===== src/rtl/core/lfu_pfm_pkg.sv =====
package lfu_pfm_pkg;

	localparam int PAGE_W      = 20;
	localparam int FRAME_IDX_W = 3;
	localparam int USE_W       = 16;

	typedef struct packed {
		logic start;
		logic rd_en;
		logic div_load;
		logic div_step;
		logic commit;
	} cmd_t;

	typedef struct packed {
		logic match_found;
		logic empty_found;
		logic out_full;
	} sts_t;

endpackage


===== src/rtl/core/lfu_pfm_ctrl.sv =====
module lfu_pfm_ctrl import lfu_pfm_pkg::*; #(
	parameter int FRAMES = 8
) (
	input  logic                        clk,
	input  logic                        arst_n,
	input  logic                        in_valid,
	output logic                        in_ready,
	input  sts_t                        sts,
	output cmd_t                        cmd,
	output logic [$clog2(FRAMES)-1:0]   scan_idx
);

	localparam int IW = $clog2(FRAMES);
	localparam int CW = IW;

	typedef enum logic [5:0] {
		ST_IDLE   = 6'b000001,
		ST_SCAN   = 6'b000010,
		ST_DRAIN  = 6'b000100,
		ST_DECIDE = 6'b001000,
		ST_DIVIDE = 6'b010000,
		ST_FINISH = 6'b100000
	} state_t;

	state_t        state_q, state_d;
	logic [CW-1:0] cnt_q, cnt_d;

	assign in_ready = (state_q == ST_IDLE);
	assign scan_idx = cnt_q[IW-1:0];

	always_comb begin
		state_d = state_q;
		cnt_d   = cnt_q;
		cmd     = '0;
		unique case (state_q)
			ST_IDLE: begin
				if (in_valid) begin
					cmd.start = 1'b1;
					cnt_d     = '0;
					state_d   = ST_SCAN;
				end
			end
			ST_SCAN: begin
				cmd.rd_en = 1'b1;
				if (cnt_q == CW'(FRAMES - 1)) begin
					state_d = ST_DRAIN;
				end else begin
					cnt_d = cnt_q + 1'b1;
				end
			end
			ST_DRAIN: begin
				state_d = ST_DECIDE;
			end
			ST_DECIDE: begin
				if (sts.match_found || sts.empty_found) begin
					state_d = ST_FINISH;
				end else begin
					cmd.div_load = 1'b1;
					state_d      = ST_DIVIDE;
				end
			end
			ST_DIVIDE: begin
				cmd.div_step = 1'b1;
				state_d      = ST_FINISH;
			end
			ST_FINISH: begin
				if (!sts.out_full) begin
					cmd.commit = 1'b1;
					state_d    = ST_IDLE;
				end
			end
			default: begin
				state_d = ST_IDLE;
			end
		endcase
	end

	always_ff @(posedge clk or negedge arst_n) begin
		if (!arst_n) begin
			state_q <= ST_IDLE;
			cnt_q   <= '0;
		end else begin
			state_q <= state_d;
			cnt_q   <= cnt_d;
		end
	end

endmodule


===== src/rtl/core/lfu_pfm_dp.sv =====
module lfu_pfm_dp import lfu_pfm_pkg::*; #(
	parameter int FRAMES     = 8,
	parameter int COUNT_BITS = 16
) (
	input  logic                        clk,
	input  logic                        arst_n,
	input  cmd_t                        cmd,
	input  logic [$clog2(FRAMES)-1:0]   scan_idx,
	input  logic [PAGE_W-1:0]           page_number,
	input  logic                        out_ready,
	output sts_t                        sts,
	output logic                        out_valid,
	output logic [FRAME_IDX_W-1:0]      frame_index,
	output logic                        hit,
	output logic                        writeback,
	output logic [PAGE_W-1:0]           evicted_page,
	output logic [USE_W-1:0]            use_count
);

	localparam int IW      = $clog2(FRAMES);
	localparam int SW      = COUNT_BITS + IW;
	localparam int DIVISOR = FRAMES - 1;
	localparam int DIV_SH  = SW + $clog2(DIVISOR);
	localparam int RW      = SW + 1;
	// ceil(2^DIV_SH / DIVISOR): exact floor division for any SW-bit dividend
	localparam logic [RW-1:0] RECIP =
		RW'(((64'd1 << DIV_SH) + 64'(DIVISOR) - 64'd1) / 64'(DIVISOR));

	logic [PAGE_W-1:0]     page_mem  [FRAMES];
	logic [COUNT_BITS-1:0] count_mem [FRAMES];
	logic [FRAMES-1:0]     valid_q;

	logic [PAGE_W-1:0]     req_page_q;
	logic [PAGE_W-1:0]     rd_page_q;
	logic [COUNT_BITS-1:0] rd_count_q;
	logic                  rd_vld_s1;
	logic                  rd_first_s1;
	logic [IW-1:0]         rd_idx_s1;

	logic                  match_q, empty_q;
	logic [IW-1:0]         match_idx_q, empty_idx_q, min_idx_q;
	logic [COUNT_BITS-1:0] match_cnt_q, min_cnt_q;
	logic [PAGE_W-1:0]     min_page_q;
	logic [SW-1:0]         sum_q;
	logic [SW-1:0]         div_q;
	logic [COUNT_BITS-1:0] quot_q;

	logic                  out_valid_q, hit_q, wb_q;
	logic [FRAME_IDX_W-1:0] frame_index_q;
	logic [PAGE_W-1:0]     evicted_q;
	logic [USE_W-1:0]      use_count_q;

	logic                  rd_vbit, hit_now, empty_now;
	logic [SW+RW-1:0]      prod;
	logic [IW-1:0]         wr_idx;
	logic [COUNT_BITS-1:0] wr_count;
	logic                  evict;

	assign rd_vbit   = valid_q[rd_idx_s1];
	assign hit_now   = rd_vbit && (rd_page_q == req_page_q);
	assign empty_now = !rd_vbit;
	assign evict     = !match_q && !empty_q;

	assign prod = {{RW{1'b0}}, div_q} * {{SW{1'b0}}, RECIP};

	always_comb begin
		priority if (match_q) begin
			wr_idx   = match_idx_q;
			wr_count = (match_cnt_q == '1) ? match_cnt_q : match_cnt_q + 1'b1;
		end else if (empty_q) begin
			wr_idx   = empty_idx_q;
			wr_count = COUNT_BITS'(1);
		end else begin
			wr_idx   = min_idx_q;
			wr_count = quot_q;
		end
	end

	always_ff @(posedge clk) begin
		if (cmd.commit) begin
			page_mem[wr_idx]  <= req_page_q;
			count_mem[wr_idx] <= wr_count;
		end
		if (cmd.rd_en) begin
			rd_page_q  <= page_mem[scan_idx];
			rd_count_q <= count_mem[scan_idx];
		end
	end

	always_ff @(posedge clk or negedge arst_n) begin
		if (!arst_n) begin
			valid_q     <= '0;
			rd_vld_s1   <= 1'b0;
			match_q     <= 1'b0;
			empty_q     <= 1'b0;
			out_valid_q <= 1'b0;
		end else begin
			rd_vld_s1 <= cmd.rd_en;
			if (cmd.commit) begin
				valid_q[wr_idx] <= 1'b1;
			end
			if (rd_vld_s1) begin
				if (rd_first_s1) begin
					match_q <= hit_now;
					empty_q <= empty_now;
				end else begin
					match_q <= match_q || hit_now;
					empty_q <= empty_q || empty_now;
				end
			end
			if (cmd.commit) begin
				out_valid_q <= 1'b1;
			end else if (out_ready) begin
				out_valid_q <= 1'b0;
			end
		end
	end

	always_ff @(posedge clk) begin
		if (cmd.start) begin
			req_page_q <= page_number;
		end
		rd_first_s1 <= (scan_idx == '0);
		rd_idx_s1   <= scan_idx;
		if (rd_vld_s1) begin
			if (rd_first_s1) begin
				match_idx_q <= rd_idx_s1;
				match_cnt_q <= rd_count_q;
				empty_idx_q <= rd_idx_s1;
				min_idx_q   <= rd_idx_s1;
				min_cnt_q   <= rd_count_q;
				min_page_q  <= rd_page_q;
				sum_q       <= SW'(rd_count_q);
			end else begin
				if (hit_now && !match_q) begin
					match_idx_q <= rd_idx_s1;
					match_cnt_q <= rd_count_q;
				end
				if (empty_now && !empty_q) begin
					empty_idx_q <= rd_idx_s1;
				end
				if (rd_count_q < min_cnt_q) begin
					min_idx_q  <= rd_idx_s1;
					min_cnt_q  <= rd_count_q;
					min_page_q <= rd_page_q;
				end
				sum_q <= sum_q + SW'(rd_count_q);
			end
		end
		if (cmd.div_load) begin
			div_q <= sum_q - SW'(min_cnt_q);
		end
		if (cmd.div_step) begin
			quot_q <= prod[DIV_SH +: COUNT_BITS];
		end
		if (cmd.commit) begin
			frame_index_q <= FRAME_IDX_W'(wr_idx);
			hit_q         <= match_q;
			wb_q          <= evict;
			evicted_q     <= evict ? min_page_q : '0;
			use_count_q   <= USE_W'(wr_count);
		end
	end

	assign sts.match_found = match_q;
	assign sts.empty_found = empty_q;
	assign sts.out_full    = out_valid_q && !out_ready;

	assign out_valid    = out_valid_q;
	assign frame_index  = frame_index_q;
	assign hit          = hit_q;
	assign writeback    = wb_q;
	assign evicted_page = evicted_q;
	assign use_count    = use_count_q;

endmodule


===== src/rtl/core/lfu_page_frame_manager.sv =====
// Fully associative page-frame table with least-frequently-used replacement. One request is
// handled at a time. Frames are held in a single-read-port memory and scanned one per cycle.
// A hit or a fill into an empty frame goes straight to commit after the scan; an eviction
// adds a divide state for the reciprocal multiplication that forms the new frame's averaged
// count. The result beat is held in an output register until taken.
// No clearing pass after reset: only the valid bits are cleared.
module lfu_page_frame_manager import lfu_pfm_pkg::*; #(
	parameter int FRAMES     = 8,
	parameter int COUNT_BITS = 16
) (
	input  logic                   clk,
	input  logic                   arst_n,
	input  logic                   in_valid,
	output logic                   in_ready,
	input  logic [PAGE_W-1:0]      page_number,
	output logic                   out_valid,
	input  logic                   out_ready,
	output logic [FRAME_IDX_W-1:0] frame_index,
	output logic                   hit,
	output logic                   writeback,
	output logic [PAGE_W-1:0]      evicted_page,
	output logic [USE_W-1:0]       use_count
);

	cmd_t                      cmd;
	sts_t                      sts;
	logic [$clog2(FRAMES)-1:0] scan_idx;

	lfu_pfm_ctrl #(
		.FRAMES (FRAMES)
	) u_ctrl (
		.clk      (clk),
		.arst_n   (arst_n),
		.in_valid (in_valid),
		.in_ready (in_ready),
		.sts      (sts),
		.cmd      (cmd),
		.scan_idx (scan_idx)
	);

	lfu_pfm_dp #(
		.FRAMES     (FRAMES),
		.COUNT_BITS (COUNT_BITS)
	) u_dp (
		.clk          (clk),
		.arst_n       (arst_n),
		.cmd          (cmd),
		.scan_idx     (scan_idx),
		.page_number  (page_number),
		.out_ready    (out_ready),
		.sts          (sts),
		.out_valid    (out_valid),
		.frame_index  (frame_index),
		.hit          (hit),
		.writeback    (writeback),
		.evicted_page (evicted_page),
		.use_count    (use_count)
	);

	a_busy_after_accept: assert property (@(posedge clk) disable iff (!arst_n)
		in_valid && in_ready |=> !in_ready)
		else $error("request accepted while previous one in flight");

	a_hit_no_wb: assert property (@(posedge clk) disable iff (!arst_n)
		out_valid |-> !(hit && writeback))
		else $error("hit reported together with writeback");

	a_evicted_zero: assert property (@(posedge clk) disable iff (!arst_n)
		out_valid && !writeback |-> evicted_page == '0)
		else $error("evicted page nonzero without writeback");

	a_commit_out: assert property (@(posedge clk) disable iff (!arst_n)
		cmd.commit |=> out_valid)
		else $error("committed result not presented");

endmodule

===== config.mk =====
export PLATFORM = sky130hd
export DESIGN_NAME = lfu_page_frame_manager
export DESIGN_NICKNAME = d
export VERILOG_FILES = /design/src/rtl/core/lfu_pfm_pkg.sv /design/src/rtl/core/lfu_pfm_ctrl.sv /design/src/rtl/core/lfu_pfm_dp.sv /design/src/rtl/core/lfu_page_frame_manager.sv
export SDC_FILE = /design/constraint.sdc
export NUM_CORES = 1
export LEC_CHECK = 0
export ABC_CLOCK_PERIOD_IN_PS = 5800
export BUFFER_PORTS_ARGS = -buffer_cell sky130_fd_sc_hd__buf_2
export CAP_MARGIN = 5
export CELL_PAD_IN_SITES_DETAIL_PLACEMENT = 1
export CELL_PAD_IN_SITES_GLOBAL_PLACEMENT = 1
export CORE_MARGIN = 1.5
export CORE_UTILIZATION = 54
export DETAILED_ROUTE_END_ITERATION = 8
export PLACE_DENSITY = 0.85
export SYNTH_ARGS = -nofsm -noshare
export SYNTH_HDL_FRONTEND = slang
export SYNTH_SLANG_ARGS = --single-unit

===== constraint.sdc =====
create_clock -name clk -period 5.8 [get_ports clk]
set_input_delay 1.16 -clock clk [delete_from_list [all_inputs] [get_ports clk]]
set_output_delay 1.16 -clock clk [all_outputs]
set_load 0.005 [all_outputs]

# == Yosys cells after proc, flatten, opt, wreduce, memory -nomap -nowiden ==
# Memories as Yosys holds them, arrays and structs flattened. A register that Yosys moved wholly into a read port is not among the register bits.
# Cells that the tools add are included.
# totals
register_bits,201
ram_bits,288
out_inout_bits,43
elab_cells,118
n_memories,2
# mem_list
memory,depth,width,read_ports,rd_clocked_by_memory_dff,wr,line_no,source
u_dp.page_mem,8,20,1,1,1,lfu_pfm_dp.sv:29,logic [PAGE_W-1:0] page_mem [FRAMES];
u_dp.count_mem,8,16,1,1,1,lfu_pfm_dp.sv:30,logic [COUNT_BITS-1:0] count_mem [FRAMES];
# op_classes
addsub,4
multipliers,1
n_lt_le_gt_ge,4
eq_ne,13
n_mux,44
n_bitwise,1
reduce_logical,24
# op_table
op,n
two-way mux 16 bit,8
two-way mux 20 bit,2
multiplier 19 x 20 -> 38 bit (second input constant),1
case mux 6 bit (6 select lines),1
two-way mux 3 bit,10
two-way mux 6 bit,4
equality test 20 bit,1
adder 19 x 16 -> 19 bit,1
subtractor 19 x 16 -> 19 bit,1
adder 16 x 1 -> 16 bit (second input constant),1
equality test 16 bit (second input constant),1
less-than comparator 16 bit,1
two-way mux 1 bit,16
nonzero test 2 bit,5
less-than comparator 3 x 4 -> 1 bit (second input constant),2
OR 8 bit,1
equality test 6 x 1 -> 1 bit (second input constant),1
equality test 6 x 2 -> 1 bit (second input constant),1
equality test 6 x 3 -> 1 bit (second input constant),1
equality test 6 x 4 -> 1 bit (second input constant),1
equality test 6 x 5 -> 1 bit (second input constant),1
equality test 6 bit (second input constant),1
logical AND 1 bit,6
inequality test 2 bit (second input constant),3
other kinds (12),20

# == Longest topological paths before layout ==
# Gate-level depths: netlist (run 1).
# logic_depth
depth_word,7
ltp_mapped,22
depth_no_buf,22

# == By module ==
# From an unflattened synthesis (run 1), not the netlist that was laid out.
# unflattened
cells_unflattened,1664
hier_area_um2,25783.5
# modules_own_cells
mod,n_inst,cells_each,area_each_um2
lfu_pfm_dp,1,1612,25234.2
lfu_pfm_ctrl,1,52,549.3

# == Worst setup path before layout (run 1) ==
# OpenSTA, ideal clock, no wires.
# synth_path
path_type,input-to-reg
from,input port out_ready
to,"memory u_dp.count_mem[7][0], enable pin"
setup_ps,430
arrival_time_ps,5237
setup_slack_ps,133
cell_stages,4
path_buffers,0
cell_sequence,nand2b_1 > nor2b_1 > nand2_1 > nor2_1
# synth_lines
element,line_no,source
from (decl),lfu_page_frame_manager.sv:17,"input logic out_ready,"
to (decl),lfu_pfm_dp.sv:30,

# == Worst setup path in the final report (run 1) ==
# layout_path
from,register u_dp.div_q[17]
to,register u_dp.quot_q[10] (data pin)
# layout_between
elab_chain_len,1
# layout_rtl
element,line_no,source
from (decl),lfu_pfm_dp.sv:45,logic [SW-1:0] div_q;
from (signal assigned),lfu_pfm_dp.sv:151,div_q <= sum_q - SW'(min_cnt_q);
multiplier 19 x 20 -> 38 bit,lfu_pfm_dp.sv:64,"assign prod = {{RW{1'b0}}, div_q} * {{SW{1'b0}}, RECIP};"
net u_dp.prod[32],lfu_pfm_dp.sv:54,logic [SW+RW-1:0] prod;
to (signal assigned),lfu_pfm_dp.sv:154,quot_q <= prod[DIV_SH +: COUNT_BITS];
to (decl),lfu_pfm_dp.sv:46,logic [COUNT_BITS-1:0] quot_q;
# The timed path passes the listed nets, and every way through them passes these cells.
# A chain may end at the register's enable or synchronous reset.

==> results of run 1 <==
-- worst min-delay path by stage --
stage,to,slack [ns],cells after the start
global route,u_dp.valid_q[3]$_DFFE_PN0P_,0.51,1
detailed placement,u_dp.valid_q[2]$_DFFE_PN0P_,0.46,1
floorplan,u_dp.rd_idx_s1[1]$_DFF_P_,0.37,0
CTS,u_dp.valid_q[4]$_DFFE_PN0P_,0.49,1
finish,u_dp.valid_q[3]$_DFFE_PN0P_,0.49,1
global placement,u_dp.valid_q[2]$_DFFE_PN0P_,0.45,1
-- state kept, by name, summed over array words and instances, names as in the netlist, 6 cells and up --
register / cells
u_dp.quot_q: 16
u_dp.match_cnt_q: 16
u_dp.rd_count_q: 16
u_dp.page_mem: 160
u_dp.count_mem: 128
u_dp.valid_q: 8
u_dp.rd_page_q: 20
u_dp.evicted_page: 20
u_dp.use_count: 16
u_dp.req_page_q: 20
u_dp.sum_q: 19
u_ctrl.state_q: 6
u_dp.min_cnt_q: 16
u_dp.min_page_q: 20
u_dp.div_q: 19
-- cell usage in the layout (no fill, tap or decap), types with 6 or more instances in the layout --
cell type,netlist,final
a21o_1,12,12
nor2b_1,14,13
ha_1,188,181
nand4_1,13,13
mux2i_1,6,6
buf_4,0,29
xor2_1,37,37
nor2_4,0,8
xnor2_1,36,36
nor3_1,8,8
clkinv_2,0,10
inv_1,186,185
clkinvlp_4,0,8
and2_1,27,27
o21a_1,8,8
nor2_1,46,38
mux4_2,74,74
nand2_1,55,53
clkbuf_16,0,52
and3_1,6,6
a21oi_1,44,41
a22o_1,14,14
clkinv_1,0,10
nand2b_1,14,14
nand3_1,13,13
or3_1,6,6
or2_2,12,12
buf_2,5,66
fa_1,70,66
o21bai_1,8,8
edfxtp_1,500,500
o21ai_0,52,51
clkbuf_1,24,6
mux2_2,41,41
dfrtp_1,20,17
-- power breakdown --
part,leakage [nW],switching (mW),internal [mW]
clock network,0.805,1.57,1.89
logic,5.08,1.25,0.944
registers,4.83,0.395,4.70
-- through the flow --
stage               hold slack [ns]  utilization (%)  setup TNS (ns)  setup WS [ns]
floorplan                     0.369                -               0          0.133
global placement              0.446             57.3               0          0.161
detailed placement            0.455             57.3               0         0.0730
CTS                           0.488             60.9               0         0.0542
global route                  0.505             61.3         -0.0560        -0.0229
finish                        0.486             61.3               0          0.156
-- critical path: cells and delay by family, from the launching register on --
kind	cells	cell delay, ns
AO/OA/AOI/OAI	3	0.63
XOR/XNOR	1	0.13
flip-flops	1	0.49
AND/OR/NAND/NOR	5	0.78
adder cells (fa/ha/maj)	7	2.92
buffers and inverters	5	0.44
-- final cells by class --
type | instances | area [sq um] | share of cell area [%]
clock buffer | 58 | 1320 | 4.64
multi-input combinational | 864 | 9190 | 32.2
sequential | 525 | 15600 | 54.8
clock inverter | 36 | 368 | 1.29
timing repair buffer | 95 | 548 | 1.92
tap | 607 | 759 | 2.66
inverter | 187 | 702 | 2.46
-- cell families (layout without fill, tap and decap cells) --
family,Yosys count,after routing,share of synthesized area (%)
buf+inv,219,376,3.25
mux,121,121,8.60
simple gates,234,234,4.81
compound gates,178,178,4.71
fa+ha+maj,258,258,14.7
xor+xnor,73,73,2.51
flops,525,525,61.4
-- Yosys cell counts, drive strengths merged (5+ instances only) --
| cell type | n |
|---|---|
| edfxtp | 500 |
| ha | 188 |
| inv | 187 |
| mux4 | 74 |
| fa | 70 |
| nand2 | 55 |
| o21ai | 53 |
| nor2 | 46 |
| a21oi | 45 |
| mux2 | 41 |
| xor2 | 37 |
| xnor2 | 36 |
| and2 | 27 |
| clkbuf | 24 |
| dfrtp | 20 |
| a22o | 14 |
| nand2b | 14 |
| nand3 | 14 |
| nor2b | 14 |
| nand4 | 13 |
| a21o | 12 |
| or2 | 12 |
| a31oi | 8 |
| buf | 8 |
| nor3 | 8 |
| o21a | 8 |
| o21bai | 8 |
| nor4 | 7 |
| and3 | 6 |
| mux2i | 6 |
| or3 | 6 |
| a211oi | 5 |
| o211ai | 5 |
-- metal layers --
metal  track usage, %  wire length [um]
met1             34.9             25100
met2             50.7             35500
met3             4.31              4120
met4             12.4              2620
met5                0                 0
-- what timing repair did --
action                                  in CTS  in global routing
setup buffers                                0                  6
endpoints found under the setup margin       0                  9
resized for setup                            0                 19
==> run metrics, run 1 <==
I/O pin cnt between 60 and 70; outcome completed; Std-Cell Rows just under 80; R2R depth 21; Post-synth EDFFs 500; Slew @ Worst Pin around 1.1 ns; Worst Setup EP u_dp.quot_q[10]$_DFFE_PP_; CP Cell Sequence buf_4, ha_1, ha_1, inv_1, fa_1, inv_1, fa_1, inv_1, fa_1, inv_1, fa_1, ha_4, nand2_2, nor4_4, and3_1, a31oi_4, a31oi_4, nand4_1, a21oi_2, nor2_1, xnor2_1; clock latency on the worst-skew pair roughly 0.63 ns; Syn Nets 1890; # fillers around 4200; Leak Pwr between 10 and 15 nW; Worst Hold Class input pin to async pin; Die Wd between 200 and 250 um; VDD IR max around 0.00041 V; final worst-path cycle share 97.3%; Inst Count DP roughly 2300; Worst Path Required approximately 6.1 ns; drt total wl 67400 um; pwr/cell area ~380 nW/um^2; Area growth syn-to-layout 12.1%; CTS Buf Count 52; Antenna diodes 0; reg2reg setup slack 0.16 ns; initial antenna violation count 0; clk_skew 0.0654 ns; maximum number of pins on one net before global-route repair 46; final std cells w/o fill between 2000 and 2500; Die H 220 um; DRC viols 0; fmax between 150 and 200 MHz; post-synthesis register bit count around 530; H-tree depth 2; Sink Count approximately 530; largest area contributor in the netlist edfxtp_1; asr flop ratio synth roughly 4.0%; RR Endpoint u_dp.quot_q[10]$_DFFE_PP_; clock buffer depth 3; Nets approximately 2000; CP max stage cell fa_1; clk root buf clkbuf_16; Worst-path clk slew about 0.07 ns; Initial Util about 55%; total grt overflow 0; detailed placer's ending HPWL 41300 um; Setup crit start kind flip-flop; TritonCTS clock tree done; Top FF cell, synth edfxtp_1; Critical Path End Type flip-flop; vias per cell 6.16; die area 48400 sq um; total power between 10 and 15 mW; DR pass1 iterations 5; Worst Path Max Fanout 5; Final GP Congestion about 0.83; share of cells above drive strength 1 19.7%; MaxCap Viol Count 0; Crit Reg-Reg Startpoint u_dp.div_q[17]$_DFFE_PP_; Routed wire per std cell between 20 and 30 um; average cell area after synthesis between 15 and 20 sq um; mapped cell area 25500 sq um; register area share after synthesis around 60%; IO Port Bufs 66; Total Routing Usage GR 28.6%; crit path DAT between 5 and 6 ns; vias in the first global route roughly 16000; CP peak stage delay 0.54 ns; top cells by area, synth edfxtp_1 59%, ha_1 9.2%, mux4_2 6.5%; top-area cell type share of the netlist area roughly three fifths; Setup crit start u_dp.div_q[17]$_DFFE_PP_; synth unique cells a little under 70; setup violators final 0; core area between 40000 and 50000 sq um; final hold viol count 0; Period minus WS final 5.64 ns; Cells after Synth approximately 1600; routed vias 14600; DRT iter0 DRCs between 1000 and 1500; WS Path Type flip-flop to flip-flop; Slew Limit Fails 0; first-pass GRT wire length 101000 um; Ys Warns 0; max_slew headroom between 20% and 30%; placed inst area 26700 sq um; Hold Buf Count CTS 0; antenna-violating nets left 0; Post-Layout Inst Area 28500 sq um
(Power assumes the default switching activity.)
==> inputs of run 2 (changes only) <==
- CORE_MARGIN: 1.5 -> not set
==> run 2 against run 1 <==
Worst setup slack got worse by 0.046 ns; combinational power barely moved; sequential share of layout area barely moved; first-iteration DRC count fell by 13%; via count fell by 0.64%; worst hold slack improved by 0.0017 ns; fmax fell by 0.81%; critical path depth did not move; clock power fell by 3%; register-to-register slack got worse by 0.05 ns; largest cell class unchanged; largest power group unchanged.
==> run metrics, run 2 (synthesis results as in run 1) <==
CP peak stage delay 0.54 ns (about the same); register with the most flip-flops u_dp.page_mem; initial antenna violation count 0 (unchanged); Setup crit start kind flip-flop; register area 15600 sq um (unchanged); clock buffer depth 3 (unchanged); Routed wire per std cell 27.5 um (-3.2%); final worst-path cycle share 98.1% (+0.79 points); H-tree depth 2 (unchanged); setup violators final 0 (unchanged); Area growth syn-to-layout 12.0% (about the same); TritonCTS clock tree done; RR Endpoint u_dp.quot_q[15]$_DFFE_PP_; WHS Endpoint u_dp.valid_q[5]$_DFFE_PN0P_; clock latency on the worst-skew pair 0.62 ns (about the same); Inst Count DP 2275 (+0.13%); Nets 2011 (+0.20%); clk root buf clkbuf_16; worst hold path stage count 1; Worst Path Max Fanout 4 (-1); Sink Count 525 (unchanged); placed inst area 26700 sq um (about the same); DR pass1 iterations 4 (-1); final std cells w/o fill 2379 (+0.30%); Initial Util 54.7% (unchanged); Die Wd 219 um (-0.45%); antenna-violating nets left 0 (unchanged); Crit Reg-Reg Startpoint u_dp.div_q[17]$_DFFE_PP_; vias in the first global route 16100 (-0.70%); Std-Cell Rows 79 (unchanged); Setup Total Neg Slack 0 ns (unchanged); DRC viols 0 (unchanged); # fillers 4184 (+0.12%); max_slew headroom 22.6% (-1.2 points); crit path DAT 6.01 ns (+0.05 ns); Leak Pwr 10.7 nW (+0.14%); Period minus WS final 5.69 ns (+0.0459 ns); most frequent cells in the layout 500 x edfxtp_1, 185 x inv_1, 182 x ha_1, 74 x mux4_2, 66 x buf_2; I/O pin cnt 67 (unchanged); Critical Path End Type flip-flop; IO Port Bufs 66 (unchanged); CP max stage cell fa_1; total grt overflow 0 (unchanged); Worst Path Required 6.12 ns (about the same); share of cells above drive strength 1 19.6% (-0.12 points); CP Cell Sequence buf_4, ha_1, ha_1, inv_1, fa_1, inv_1, fa_1, inv_1, fa_1, inv_1, fa_1, ha_4, nand2_2, nor4_4, and3_4, a31oi_4, a31oi_4, a21oi_4, o211ai_2, nor3b_4, a211oi_2; fmax 176 MHz (-0.81%); Worst-path clk slew 0.06 ns (about the same); vias per cell 6.10 (-0.93%); Post-Layout Inst Area 28500 sq um (about the same); Total Routing Usage GR 27.8% (-0.79 points); die area 48000 sq um (-0.91%); Slew @ Worst Pin 1.16 ns (+0.0302 ns); WS Path Type flip-flop to flip-flop; final hold viol count 0 (unchanged); clk_skew 0.0405 ns (-0.0249 ns); VDD IR max 0.000428 V (+4.4%); HP Start u_dp.valid_q[5]$_DFFE_PN0P_; Final GP Congestion 0.831 (+0.20%); outcome completed; Hold Buf Count CTS 0 (unchanged); Die H 219 um (-0.45%); max FFs per register 160 (unchanged); footprint of the multi-input gates 9190 sq um (about the same); R2R depth 21 (unchanged); commonest non-fill, non-tap cell in the layout edfxtp_1; Slew Limit Fails 0 (unchanged); reg2reg setup slack 0.11 ns (-0.05 ns); core area 46600 sq um (unchanged); detailed placer's ending HPWL 40900 um (-1.0%); pwr/cell area 372 nW/um^2 (-1.2%); first-pass GRT wire length 96600 um (-4.2%); CTS Buf Count 52 (unchanged); top flop regs u_dp.page_mem x160, u_dp.count_mem x128; maximum number of pins on one net before global-route repair 76 (+65%); Worst Hold Class flip-flop to flip-flop; DRT iter0 DRCs 1124 (-13%); drt total wl 65400 um (-2.9%); MaxCap Viol Count 0 (unchanged); final core occ 61.2% (about the same); routed vias 14500 (-0.64%)
run 2: worst max-delay path by stage:
stage                                  start                             end  slack, ns
detailed placement  u_dp.div_q[17]$_DFFE_PP_       u_dp.quot_q[12]$_DFFE_PP_      -0.08
floorplan                          out_ready  u_dp.count_mem[7][0]$_DFFE_PP_       0.13
finish              u_dp.div_q[17]$_DFFE_PP_       u_dp.quot_q[15]$_DFFE_PP_       0.11
global placement    u_dp.div_q[17]$_DFFE_PP_       u_dp.quot_q[14]$_DFFE_PP_       0.15
global route        u_dp.div_q[17]$_DFFE_PP_       u_dp.quot_q[15]$_DFFE_PP_      -0.07
CTS                 u_dp.div_q[17]$_DFFE_PP_       u_dp.quot_q[12]$_DFFE_PP_      0.005
run 2: timing repair:
item / CTS / global route
gates resized for setup: 1 / 19
buffers inserted: 2 / 5
setup endpoints to repair: 3 / 9
pin swaps: 0 / 15
run 2: power breakdown:
| group | switching, mW | total, mW | internal (mW) |
|---|---|---|---|
| Clock | 1.51 | 3.33 | 1.82 |
| Sequential | 0.358 | 5.06 | 4.70 |
| Combinational | 1.27 | 2.21 | 0.941 |
run 2: layer usage:
metal	global-route usage, %	part of all wire (%)	vias to the layer above
met4	13.2	4.5	0
met5	0	0	-
met2	49.7	53	623
li1	-	-	6211
met1	32.8	36	7490
met3	4.42	6.3	189
run 2: critical path, delay by kind of cell (launching register included):
family / cells / cell delay [ns]
adder cells (fa/ha/maj): 7 / 2.86
flip-flops: 1 / 0.48
buffers and inverters: 5 / 0.42
AND/OR/NAND/NOR: 4 / 0.82
AO/OA/AOI/OAI: 5 / 0.85
run 2: stage by stage:
step                      worst slack [ns]  hold slack, ns  power [mW]
after floorplan                      0.133           0.369        6.52
after global placement               0.152           0.448        7.11
after detailed placement           -0.0770           0.457        7.27
after CTS                          0.00492           0.486        10.6
after global routing               -0.0667           0.494        10.9
final                                0.110           0.488        10.6
run 2: layout make-up:
class	instances	area share, %
diodes	1	0.00878
clock buffers	69	4.82
clock inverters	27	0.935
inverters	187	2.46
multi-input cells	864	32.2
flip-flops and latches	525	54.8
well taps	607	2.66
repair buffers	99	2.03
